`src/rtl/i2cmr_pkg.sv`:
```
// i2cmr_pkg: shared types and constants for the i2c register-read master
// used by i2cmr_core and i2c_master_command_read; no dependencies
package i2cmr_pkg;

  // upper bound on bytes read in one transaction
  localparam int MAX_READ_BYTES = 16;

  localparam logic [15:0] DELAY_RESET = 16'd200;

  // configuration register indexes
  localparam logic CFG_DEVICE_ADDRESS = 1'b0;
  localparam logic CFG_DELAY_TICKS    = 1'b1;

  // bus segment currently being driven
  typedef enum logic [4:0] {
    P_IDLE, P_S0, P_S1, P_S2, P_S3,
    P_WB0, P_WB1, P_WB2, P_WA0, P_WA1, P_WA2,
    P_RB0, P_RB1, P_RA0, P_RA1, P_RA2,
    P_SP0, P_SP1, P_SP2
  } phase_t;

  // which part of the transaction is in progress
  typedef enum logic [2:0] {
    ST_ADDR_W, ST_CMD, ST_ADDR_R, ST_READ, ST_STOP
  } stage_t;

  // one result per tick
  typedef struct packed {
    logic       status_1;
    logic       status_0;
    logic       done_res;
    logic       last_byte;
    logic [7:0] read_byte;
    logic       byte_valid;
    logic       busy_res;
    logic       sda_level;
    logic       scl_level;
  } result_t;

endpackage

```
`src/rtl/i2c_master_command_read.sv`:
```
// i2c_master_command_read: top level of the i2c register-read master
// depends on i2cmr_pkg and i2cmr_core
//
// usage: every request on the s_ channel is one tick of bus timing. it carries
// start_req, the command byte, the read length and the sampled sda level. the
// block answers each request with exactly one result on the m_ channel: the
// scl/sda drive levels for that tick, busy, a completed read byte with its
// valid flag and last marker (tlast), the done pulse after stop, and status.
// a start is taken only while idle; the sequence is start, address+write,
// command, repeated start, address+read, the read bytes (ack on all but the
// last) and stop, each bus segment lasting delay_ticks requests (one if zero).
// latency: the result of a request appears in the output register on the
// cycle after it is accepted. throughput: one request per cycle while the
// result channel is not stalled; the whole tick update is one pass of logic
// from the sequencer registers into the output register.
// stall: s_tready follows m_tready whenever a result is held, so a stalled
// receiver holds the pending result and new requests wait; nothing is lost.
// reset: sequencer idle, pins released, status 0, delay_ticks 200, address 0,
// output register empty.
module i2c_master_command_read (
  input  logic        clk,
  input  logic        rst,
  // request channel
  input  logic        s_tvalid,
  output logic        s_tready,
  input  logic [15:0] s_tdata,   // start_req, command[7:0], read_length[4:0], sda_in, pad
  // result channel
  output logic        m_tvalid,
  input  logic        m_tready,
  output logic [15:0] m_tdata,   // scl_level, sda_level, busy_res, byte_valid,
                                 // read_byte[7:0], done_res, status[1:0], pad
  output logic        m_tlast,   // last_byte
  // configuration write port
  input  logic        cfg_wen,
  input  logic        cfg_index,
  input  logic [15:0] cfg_data
);

  logic [6:0]          device_address;
  logic [15:0]         delay_ticks;
  logic                in_fire;
  i2cmr_pkg::result_t  res;
  i2cmr_pkg::result_t  out_res;
  logic                out_valid;

  // configuration registers
  always_ff @(posedge clk) begin
    if (rst) begin
      device_address <= '0;
      delay_ticks    <= i2cmr_pkg::DELAY_RESET;
    end else if (cfg_wen) begin
      case (cfg_index)
        i2cmr_pkg::CFG_DEVICE_ADDRESS: device_address <= cfg_data[6:0];
        i2cmr_pkg::CFG_DELAY_TICKS:    delay_ticks    <= cfg_data;
        default: ;
      endcase
    end
  end

  // a new request is taken whenever the output register is free or draining
  assign s_tready = !out_valid || m_tready;
  assign in_fire  = s_tvalid && s_tready;

  i2cmr_core u_core (
    .clk            (clk),
    .rst            (rst),
    .step           (in_fire),
    .start_req      (s_tdata[0]),
    .command        (s_tdata[8:1]),
    .read_length    (s_tdata[13:9]),
    .sda_in         (s_tdata[14]),
    .device_address (device_address),
    .delay_ticks    (delay_ticks),
    .res            (res)
  );

  // output register
  always_ff @(posedge clk) begin
    if (rst) begin
      out_valid <= 1'b0;
    end else if (in_fire) begin
      out_valid <= 1'b1;
    end else if (m_tready) begin
      out_valid <= 1'b0;
    end
  end

  always_ff @(posedge clk) begin
    if (in_fire) begin
      out_res <= res;
    end
  end

  assign m_tvalid = out_valid;
  assign m_tlast  = out_res.last_byte;
  assign m_tdata  = {1'b0, out_res.status_1, out_res.status_0, out_res.done_res,
                     out_res.read_byte, out_res.byte_valid, out_res.busy_res,
                     out_res.sda_level, out_res.scl_level};

  // a read byte or a done pulse only occurs inside a transaction
  a_byte_busy: assert property (@(posedge clk) disable iff (rst)
    (m_tvalid && out_res.byte_valid) |-> out_res.busy_res)
    else $error("read byte reported outside a transaction");

  a_done_busy: assert property (@(posedge clk) disable iff (rst)
    (m_tvalid && out_res.done_res) |-> (out_res.busy_res && out_res.scl_level
                                         && out_res.sda_level))
    else $error("done without released bus inside a transaction");

  a_last_valid: assert property (@(posedge clk) disable iff (rst)
    (m_tvalid && m_tlast) |-> out_res.byte_valid)
    else $error("last marker without a read byte");

  a_byte_zero: assert property (@(posedge clk) disable iff (rst)
    (m_tvalid && !out_res.byte_valid) |-> (out_res.read_byte == 8'd0))
    else $error("read byte nonzero without valid");

  a_reset_empty: assert property (@(posedge clk)
    rst |=> !m_tvalid)
    else $error("result pending straight after reset");

endmodule

```
`src/rtl/i2cmr_core.sv`:
```
// i2cmr_core: bus sequencer state and the single-tick next-state logic
// depends on i2cmr_pkg
module i2cmr_core (
  input  logic               clk,
  input  logic               rst,
  input  logic               step,
  input  logic               start_req,
  input  logic [7:0]         command,
  input  logic [4:0]         read_length,
  input  logic               sda_in,
  input  logic [6:0]         device_address,
  input  logic [15:0]        delay_ticks,
  output i2cmr_pkg::result_t res
);

  localparam logic [4:0] MAX_LEN = 5'(i2cmr_pkg::MAX_READ_BYTES);

  i2cmr_pkg::phase_t phase, phase_next, cur_phase;
  i2cmr_pkg::stage_t stage, stage_next, cur_stage;
  logic [15:0] tick_count, tick_count_next, cur_tick;
  logic [2:0]  bit_index, bit_index_next, cur_bit;
  logic [7:0]  shift_byte, shift_byte_next, cur_shift;
  logic [4:0]  byte_index, byte_index_next, cur_byte;
  logic [7:0]  held_command, held_command_next, cur_cmd;
  logic [4:0]  held_length, held_length_next, cur_len;
  logic        scl_reg, scl_reg_next;
  logic        sda_reg, sda_reg_next;
  logic [1:0]  status_reg, status_reg_next, cur_status;
  logic [4:0]  len_clamped;
  logic [15:0] span;
  logic        seg_end;
  logic        ack_bit;
  logic [4:0]  byte_inc;
  logic        valid;
  logic [7:0]  rbyte;
  logic        last;
  logic        done;

  always_comb begin
    len_clamped = (read_length == 5'd0) ? 5'd1 : read_length;
    if (len_clamped > MAX_LEN) begin
      len_clamped = MAX_LEN;
    end
  end

  // effective state for this tick, with a fresh start folded in
  always_comb begin
    cur_phase  = phase;
    cur_stage  = stage;
    cur_tick   = tick_count;
    cur_bit    = bit_index;
    cur_shift  = shift_byte;
    cur_byte   = byte_index;
    cur_cmd    = held_command;
    cur_len    = held_length;
    cur_status = status_reg;
    if (phase == i2cmr_pkg::P_IDLE && start_req) begin
      cur_phase  = i2cmr_pkg::P_S0;
      cur_stage  = i2cmr_pkg::ST_ADDR_W;
      cur_tick   = '0;
      cur_bit    = '0;
      cur_shift  = '0;
      cur_byte   = '0;
      cur_cmd    = command;
      cur_len    = len_clamped;
      cur_status = '0;
    end
  end

  assign span     = (delay_ticks == 16'd0) ? 16'd1 : delay_ticks;
  assign seg_end  = ({1'b0, cur_tick} + 17'd1) >= {1'b0, span};
  assign byte_inc = cur_byte + 5'd1;
  assign ack_bit  = ({1'b0, cur_byte} + 6'd1 < {1'b0, cur_len}) ? 1'b0 : 1'b1;

  // pin drive for the current segment
  always_comb begin
    scl_reg_next = scl_reg;
    sda_reg_next = sda_reg;
    case (cur_phase)
      i2cmr_pkg::P_S0:  sda_reg_next = 1'b1;
      i2cmr_pkg::P_S1:  begin scl_reg_next = 1'b1; sda_reg_next = 1'b1; end
      i2cmr_pkg::P_S2:  begin scl_reg_next = 1'b1; sda_reg_next = 1'b0; end
      i2cmr_pkg::P_S3:  begin scl_reg_next = 1'b0; sda_reg_next = 1'b0; end
      i2cmr_pkg::P_WB0: begin scl_reg_next = 1'b0; sda_reg_next = cur_shift[7]; end
      i2cmr_pkg::P_WB1: begin scl_reg_next = 1'b1; sda_reg_next = cur_shift[7]; end
      i2cmr_pkg::P_WB2: begin scl_reg_next = 1'b0; sda_reg_next = cur_shift[7]; end
      i2cmr_pkg::P_WA0: begin scl_reg_next = 1'b0; sda_reg_next = 1'b1; end
      i2cmr_pkg::P_WA1: begin scl_reg_next = 1'b1; sda_reg_next = 1'b1; end
      i2cmr_pkg::P_WA2: begin scl_reg_next = 1'b0; sda_reg_next = 1'b1; end
      i2cmr_pkg::P_RB0: begin scl_reg_next = 1'b0; sda_reg_next = 1'b1; end
      i2cmr_pkg::P_RB1: begin scl_reg_next = 1'b1; sda_reg_next = 1'b1; end
      i2cmr_pkg::P_RA0: begin scl_reg_next = 1'b0; sda_reg_next = ack_bit; end
      i2cmr_pkg::P_RA1: begin scl_reg_next = 1'b1; sda_reg_next = ack_bit; end
      i2cmr_pkg::P_RA2: begin scl_reg_next = 1'b0; sda_reg_next = ack_bit; end
      i2cmr_pkg::P_SP0: sda_reg_next = 1'b0;
      i2cmr_pkg::P_SP1: begin scl_reg_next = 1'b1; sda_reg_next = 1'b0; end
      i2cmr_pkg::P_SP2: begin scl_reg_next = 1'b1; sda_reg_next = 1'b1; end
      default: ;
    endcase
  end

  // segment sequencing
  always_comb begin
    phase_next        = cur_phase;
    stage_next        = cur_stage;
    tick_count_next   = cur_tick;
    bit_index_next    = cur_bit;
    shift_byte_next   = cur_shift;
    byte_index_next   = cur_byte;
    held_command_next = cur_cmd;
    held_length_next  = cur_len;
    status_reg_next   = cur_status;
    valid             = 1'b0;
    rbyte             = '0;
    last              = 1'b0;
    done              = 1'b0;
    if (cur_phase != i2cmr_pkg::P_IDLE) begin
      if (!seg_end) begin
        tick_count_next = cur_tick + 16'd1;
      end else begin
        tick_count_next = '0;
        case (cur_phase)
          i2cmr_pkg::P_S0: phase_next = i2cmr_pkg::P_S1;
          i2cmr_pkg::P_S1: phase_next = i2cmr_pkg::P_S2;
          i2cmr_pkg::P_S2: phase_next = i2cmr_pkg::P_S3;
          i2cmr_pkg::P_S3: begin
            shift_byte_next = {device_address, cur_stage == i2cmr_pkg::ST_ADDR_R};
            bit_index_next  = '0;
            phase_next      = i2cmr_pkg::P_WB0;
          end
          i2cmr_pkg::P_WB0: phase_next = i2cmr_pkg::P_WB1;
          i2cmr_pkg::P_WB1: phase_next = i2cmr_pkg::P_WB2;
          i2cmr_pkg::P_WB2: begin
            if (cur_bit == 3'd7) begin
              phase_next = i2cmr_pkg::P_WA0;
            end else begin
              bit_index_next  = cur_bit + 3'd1;
              shift_byte_next = {cur_shift[6:0], 1'b0};
              phase_next      = i2cmr_pkg::P_WB0;
            end
          end
          i2cmr_pkg::P_WA0: phase_next = i2cmr_pkg::P_WA1;
          i2cmr_pkg::P_WA1: begin
            // nack code follows the byte being written
            if (sda_in) begin
              status_reg_next = 2'(cur_stage) + 2'd1;
            end
            phase_next = i2cmr_pkg::P_WA2;
          end
          i2cmr_pkg::P_WA2: begin
            if (cur_status != 2'd0) begin
              stage_next = i2cmr_pkg::ST_STOP;
              phase_next = i2cmr_pkg::P_SP0;
            end else if (cur_stage == i2cmr_pkg::ST_ADDR_W) begin
              stage_next      = i2cmr_pkg::ST_CMD;
              shift_byte_next = cur_cmd;
              bit_index_next  = '0;
              phase_next      = i2cmr_pkg::P_WB0;
            end else if (cur_stage == i2cmr_pkg::ST_CMD) begin
              stage_next = i2cmr_pkg::ST_ADDR_R;
              phase_next = i2cmr_pkg::P_S0;
            end else begin
              stage_next      = i2cmr_pkg::ST_READ;
              byte_index_next = '0;
              shift_byte_next = '0;
              bit_index_next  = '0;
              phase_next      = i2cmr_pkg::P_RB0;
            end
          end
          i2cmr_pkg::P_RB0: phase_next = i2cmr_pkg::P_RB1;
          i2cmr_pkg::P_RB1: begin
            shift_byte_next = {cur_shift[6:0], sda_in};
            if (cur_bit == 3'd7) begin
              valid      = 1'b1;
              rbyte      = {cur_shift[6:0], sda_in};
              last       = ack_bit;
              phase_next = i2cmr_pkg::P_RA0;
            end else begin
              bit_index_next = cur_bit + 3'd1;
              phase_next     = i2cmr_pkg::P_RB0;
            end
          end
          i2cmr_pkg::P_RA0: phase_next = i2cmr_pkg::P_RA1;
          i2cmr_pkg::P_RA1: phase_next = i2cmr_pkg::P_RA2;
          i2cmr_pkg::P_RA2: begin
            byte_index_next = byte_inc;
            if (byte_inc < cur_len) begin
              shift_byte_next = '0;
              bit_index_next  = '0;
              phase_next      = i2cmr_pkg::P_RB0;
            end else begin
              stage_next = i2cmr_pkg::ST_STOP;
              phase_next = i2cmr_pkg::P_SP0;
            end
          end
          i2cmr_pkg::P_SP0: phase_next = i2cmr_pkg::P_SP1;
          i2cmr_pkg::P_SP1: phase_next = i2cmr_pkg::P_SP2;
          i2cmr_pkg::P_SP2: begin
            done       = 1'b1;
            phase_next = i2cmr_pkg::P_IDLE;
            stage_next = i2cmr_pkg::ST_ADDR_W;
          end
          default: phase_next = i2cmr_pkg::P_IDLE;
        endcase
      end
    end
  end

  always_comb begin
    res            = '0;
    res.scl_level  = scl_reg_next;
    res.sda_level  = sda_reg_next;
    res.busy_res   = (cur_phase != i2cmr_pkg::P_IDLE);
    res.byte_valid = valid;
    res.read_byte  = rbyte;
    res.last_byte  = last;
    res.done_res   = done;
    res.status_1   = status_reg_next[1];
    res.status_0   = status_reg_next[0];
  end

  always_ff @(posedge clk) begin
    if (rst) begin
      phase        <= i2cmr_pkg::P_IDLE;
      stage        <= i2cmr_pkg::ST_ADDR_W;
      tick_count   <= '0;
      bit_index    <= '0;
      shift_byte   <= '0;
      byte_index   <= '0;
      held_command <= '0;
      held_length  <= 5'd1;
      scl_reg      <= 1'b1;
      sda_reg      <= 1'b1;
      status_reg   <= '0;
    end else if (step) begin
      phase        <= phase_next;
      stage        <= stage_next;
      tick_count   <= tick_count_next;
      bit_index    <= bit_index_next;
      shift_byte   <= shift_byte_next;
      byte_index   <= byte_index_next;
      held_command <= held_command_next;
      held_length  <= held_length_next;
      scl_reg      <= scl_reg_next;
      sda_reg      <= sda_reg_next;
      status_reg   <= status_reg_next;
    end
  end

endmodule

```
`config.mk`:
```
export PLATFORM = sky130hd
export DESIGN_NAME = i2c_master_command_read
export DESIGN_NICKNAME = d
export VERILOG_FILES = /design/src/rtl/i2cmr_pkg.sv /design/src/rtl/i2c_master_command_read.sv /design/src/rtl/i2cmr_core.sv
export SDC_FILE = /design/constraint.sdc
export NUM_CORES = 1
export LEC_CHECK = 0
export BUFFER_PORTS_ARGS = -buffer_cell sky130_fd_sc_hd__buf_2
export CAP_MARGIN = 20
export CORE_MARGIN = 2
export CORE_UTILIZATION = 43
export CTS_CLUSTER_DIAMETER = 50
export CTS_CLUSTER_SIZE = 12
export DETAILED_ROUTE_END_ITERATION = 12
export SYNTH_ARGS = -nofsm -noshare
export SYNTH_HDL_FRONTEND = slang
export SYNTH_SLANG_ARGS = --single-unit
export TNS_END_PERCENT = 10
```
`constraint.sdc`:
```
create_clock -name clk -period 12.35 [get_ports clk]
set_input_delay 0.6175 -clock clk [delete_from_list [all_inputs] [get_ports clk]]
set_output_delay 0.6175 -clock clk [all_outputs]
set_load 0.02 [all_outputs]
```
==> summary.md <==
TritonCTS built the clock tree. Entering global routing, the biggest net connects 76 pins. The logs give 3158 µm² for the footprint of the multi-input gates and 0 for the overflow left after global routing. In the final layout, the share of cells above drive strength 1 is 12.12%. Routability-driven placement finished with a final weighted congestion of 0.8796. The mean area per synthesized cell is 7.985 µm², and the cell count after synthesis is 692. The remaining routing DRC violations was 0; the number of port buffers was 54.

The clock-pin slew on the worst setup and hold paths is 0.07 ns. The library cell used as clock root buffer was sky130_fd_sc_hd__clkbuf_16. Walking the worst path, the cells encountered are or3_1, or2_2, and2_1, ha_1, nand2_1, nor4_1, xnor2_1, nor2_1, ha_1, a211oi_1, o21ai_0, a31o_2, a211oi_2, buf_4, nor2_1, and3_1, and3_1. The net count of the finished layout is 785. The run gives 5525 µm² as the synthesized cell area.

Cell type with the highest aggregate area in the netlist: sky130_fd_sc_hd__dfxtp_1. The count of buffer and inverter cells on the critical path was 1; the number of hold-repair buffers added at the cts stage was 0. The number of gates resized after CTS was 0. The total wirelength of the detailed-routed design is 14.20 mm. By area the synthesized netlist is led by sky130_fd_sc_hd__dfxtp_1 29%, sky130_fd_sc_hd__edfxtp_1 8.7%, sky130_fd_sc_hd__nand2_1 8.4%, sky130_fd_sc_hd__a21oi_1 6.4%, sky130_fd_sc_hd__ha_1 5.9%. Measured against its own limit, the worst slew margin works out to 44.24%.

Global routing used 20.98% of the available tracks across all layers. For this design the ratio of total power to cell area is 115.1 nW/µm². For the number of hold-slack violations in the final timing report, the log shows 0.

The highest net fanout along the worst path works out to 34. After synthesis, the most frequently instantiated cells are 124 x sky130_fd_sc_hd__nand2_1, 81 x sky130_fd_sc_hd__dfxtp_1, 71 x sky130_fd_sc_hd__a21oi_1, 50 x sky130_fd_sc_hd__nor2_1, 32 x sky130_fd_sc_hd__o21ai_0. Summing all flip-flop and latch instances after layout gives 2102 µm². The tools report the category of the worst setup path launch point as a flip-flop. The number of antenna-violating nets in the routed design came out at 0. After layout, the worst setup slack is 6.743 ns. The detailed router finished its first iteration with 430 violations. Synthesis produced a netlist with a net count of 756. The die covers 13,770 µm². The final antenna diode count is 0. Transition at the pin with the smallest max-transition slack: 0.8364 ns.

In this run the count of I/O pins placed on the die edge is 57. Family with the most delay on the worst path: simple AND/OR/NAND/NOR gates. The clock latency on the worst-skew pair was 0.36 ns.

Yosys mapped a number of flops with a built-in enable equal to 16. In this run, CTS created clock tree buffers numbering 9. Measured along the x axis, the die boundary spans 117.4 µm. The highest-delay cell along the critical path is sky130_fd_sc_hd__dfxtp_1.

Using the TritonRoute via totals, the vias-per-cell ratio works out to 5.572. In this run the vertical extent of the chip is 117.4 µm. Once the clock tree was built, the setup fixing pass inserted 0 buffers. Summing over every cut layer, the via total after detailed routing is 5,004. The final routed wire length divided by cell count was 15.81 µm; the floorplan core area was 12,570 µm². The routed design could run at a clock period as short as 5.607 ns.

For this run, the number of Yosys warnings is 0. The leakage component of the power came out at 2.316 nW. The worst setup path is of the reg -> reg kind. Setup violations remaining at the end of the flow were counted as 0. After filler insertion, the fill cell instance count of the layout stands at 1,221. The area share of the largest cell type after synthesis works out to 29.35%. The count of placed standard cells in the final layout, fillers left out is 898.

The most common cell in the netlist is sky130_fd_sc_hd__nand2_1. The tools report the type of element capturing the critical path as a flip-flop. The run gives 97 as the clock net sink count. Peak ir drop on the vdd network: 0.00005544 V.

Timing would allow up to 178.3 MHz. After legalization and detailed placement, the total HPWL measured 9.920 mm. At the worst endpoint, the arrival time is 5.72 ns. The first global-routing pass estimated 23.52 mm of wire. Number of maximum-capacitance constraint violations: 0.

The logs give 38.04% for the sequential-to-total area share from yosys stat and 41 for the row count. The largest stage delay on the critical path was 0.78 ns; the initial antenna violation count was 0. The clock passes through at most 2 buffers. The effective utilization at floorplan is 43.96%, and the utilization of the core after routing is 49.30%. The required time of the critical path came out at 12.46 ns. Relative to the synthesized area, the layout overhead comes to 12.14%. The worst hold-check path type is reg -> reg. The synthesized flop and latch total is 97. The number of distinct library cells after synthesis came out at 74. In the finished design, the share of the clock period the worst path needs comes to 45.40%. In the final timing run, aggregate negative setup slack is 0 ns. The most used flip-flop cell after synthesis is sky130_fd_sc_hd__dfxtp_1. The run finished with clean final reports.

Prior to clock tree synthesis, the placed netlist has a worst setup slack of 6.802 ns. For the number of global-route vias before repair, the log shows 4,804. H-tree depth: 3. For this run, asynchronously set or reset flops after synthesis account for 0%. Clock skew on the completed layout was measured at 0.009367 ns. The number of slew-limit violations in the final report is 0, and the total instance count after detailed placement is 882.

Detailed-router iteration count before antenna repair: 5. Setup repair after global routing left no endpoint under its margin.
cell usage in the layout, fill, tap and decap left out, types with 3 or more instances in the layout:
| cell | count |
|---|---|
| sky130_fd_sc_hd__clkbuf_16 | 9 |
| sky130_fd_sc_hd__inv_1 | 26 |
| sky130_fd_sc_hd__o211ai_1 | 10 |
| sky130_fd_sc_hd__buf_2 | 54 |
| sky130_fd_sc_hd__ha_1 | 26 |
| sky130_fd_sc_hd__a211oi_1 | 7 |
| sky130_fd_sc_hd__and2_1 | 16 |
| sky130_fd_sc_hd__nand2b_1 | 12 |
| sky130_fd_sc_hd__a222oi_1 | 5 |
| sky130_fd_sc_hd__nand4_1 | 6 |
| sky130_fd_sc_hd__nor4_1 | 9 |
| sky130_fd_sc_hd__nor2b_1 | 4 |
| sky130_fd_sc_hd__mux2i_1 | 5 |
| sky130_fd_sc_hd__nand2_1 | 124 |
| sky130_fd_sc_hd__nand3_1 | 28 |
| sky130_fd_sc_hd__buf_4 | 4 |
| sky130_fd_sc_hd__a22oi_1 | 7 |
| sky130_fd_sc_hd__edfxtp_1 | 16 |
| sky130_fd_sc_hd__nor3b_1 | 6 |
| sky130_fd_sc_hd__o21ai_0 | 32 |
| sky130_fd_sc_hd__or3_1 | 5 |
| sky130_fd_sc_hd__o221ai_1 | 4 |
| sky130_fd_sc_hd__and3_1 | 7 |
| sky130_fd_sc_hd__nand3b_1 | 6 |
| sky130_fd_sc_hd__nor2_1 | 50 |
| sky130_fd_sc_hd__dfxtp_1 | 81 |
| sky130_fd_sc_hd__a21oi_1 | 71 |
| sky130_fd_sc_hd__xor2_1 | 8 |
| sky130_fd_sc_hd__a22o_1 | 3 |
| sky130_fd_sc_hd__xnor2_1 | 9 |
| sky130_fd_sc_hd__nor3_1 | 12 |
| sky130_fd_sc_hd__o2bb2ai_1 | 5 |
cell type report:
cell class | count | share of cell area (%)
Clock buffer | 11 | 3.756
Clock inverter | 5 | 1.393
Inverter | 27 | 1.636
Multi-Input combinational cell | 528 | 50.97
Sequential cell | 97 | 33.93
Tap cell | 172 | 3.473
Timing Repair Buffer | 58 | 4.847
worst reg2reg max path, cell delays in order, from the launching register on:
cell and delay, ns:
sky130_fd_sc_hd__dfxtp_1 0.78, sky130_fd_sc_hd__or3_1 0.45, sky130_fd_sc_hd__or2_2 0.64, sky130_fd_sc_hd__and2_1 0.30, sky130_fd_sc_hd__ha_1 0.37, sky130_fd_sc_hd__nand2_1 0.12
sky130_fd_sc_hd__nor4_1 0.24, sky130_fd_sc_hd__xnor2_1 0.16, sky130_fd_sc_hd__nor2_1 0.08, sky130_fd_sc_hd__ha_1 0.35, sky130_fd_sc_hd__a211oi_1 0.23, sky130_fd_sc_hd__o21ai_0 0.11
sky130_fd_sc_hd__a31o_2 0.26, sky130_fd_sc_hd__a211oi_2 0.14, sky130_fd_sc_hd__buf_4 0.33, sky130_fd_sc_hd__nor2_1 0.19, sky130_fd_sc_hd__and3_1 0.37, sky130_fd_sc_hd__and3_1 0.24
per-stage QoR:
stage / hold WS, ns / power (W) / instance area [µm²]
2_1_floorplan: 0.4343 / 0.0003900 / 5525
3_3_place_gp: 0.4430 / 0.0004126 / 5877
3_5_place_dp: 0.4467 / 0.0004142 / 5877
4_1_cts: 0.4565 / 0.0007203 / 6196
5_1_grt: 0.4754 / 0.0007432 / 6196
6_report: 0.4565 / 0.0007134 / 6196
layer usage:
metal  vias up  share of wire (%)  GRT usage, %
met3        23                4.1         3.940
met2       117                 48         35.53
met5         -                  0             0
met1      2329                 46         26.62
met4         0                1.8         7.681
li1       2535                  -             -
path summary, 6_finish.rpt:
kind	start	endpoint	cells after the start	slack, ns
min reg2reg	u_core.held_command[7]	u_core.held_command[7]	2	0.46
max	u_core.phase[4]	m_tdata[5]	17	6.74
min	u_core.held_command[7]	u_core.held_command[7]	2	0.46
max reg2reg	u_core.phase[4]	m_tdata[5]	17	6.74
report_power, final:
part           total [W]  switching [W]  internal [W]
Sequential      0.000337     0.00000632      0.000331
Clock           0.000307       0.000127      0.000180
Combinational  0.0000698      0.0000470     0.0000228
kinds of logic (layout without fill, tap and decap cells):
family,after synthesis,after routing,share of synthesized area [%]
simple gates,301,301,26.79
compound gates,177,177,20.52
flops,97,97,38.04
buf+inv,67,101,4.891
fa+ha+maj,26,26,5.888
xor+xnor,17,17,2.695
mux,6,6,1.110
other cells,1,1,0.06787
Power figures use the tool's default switching activity.
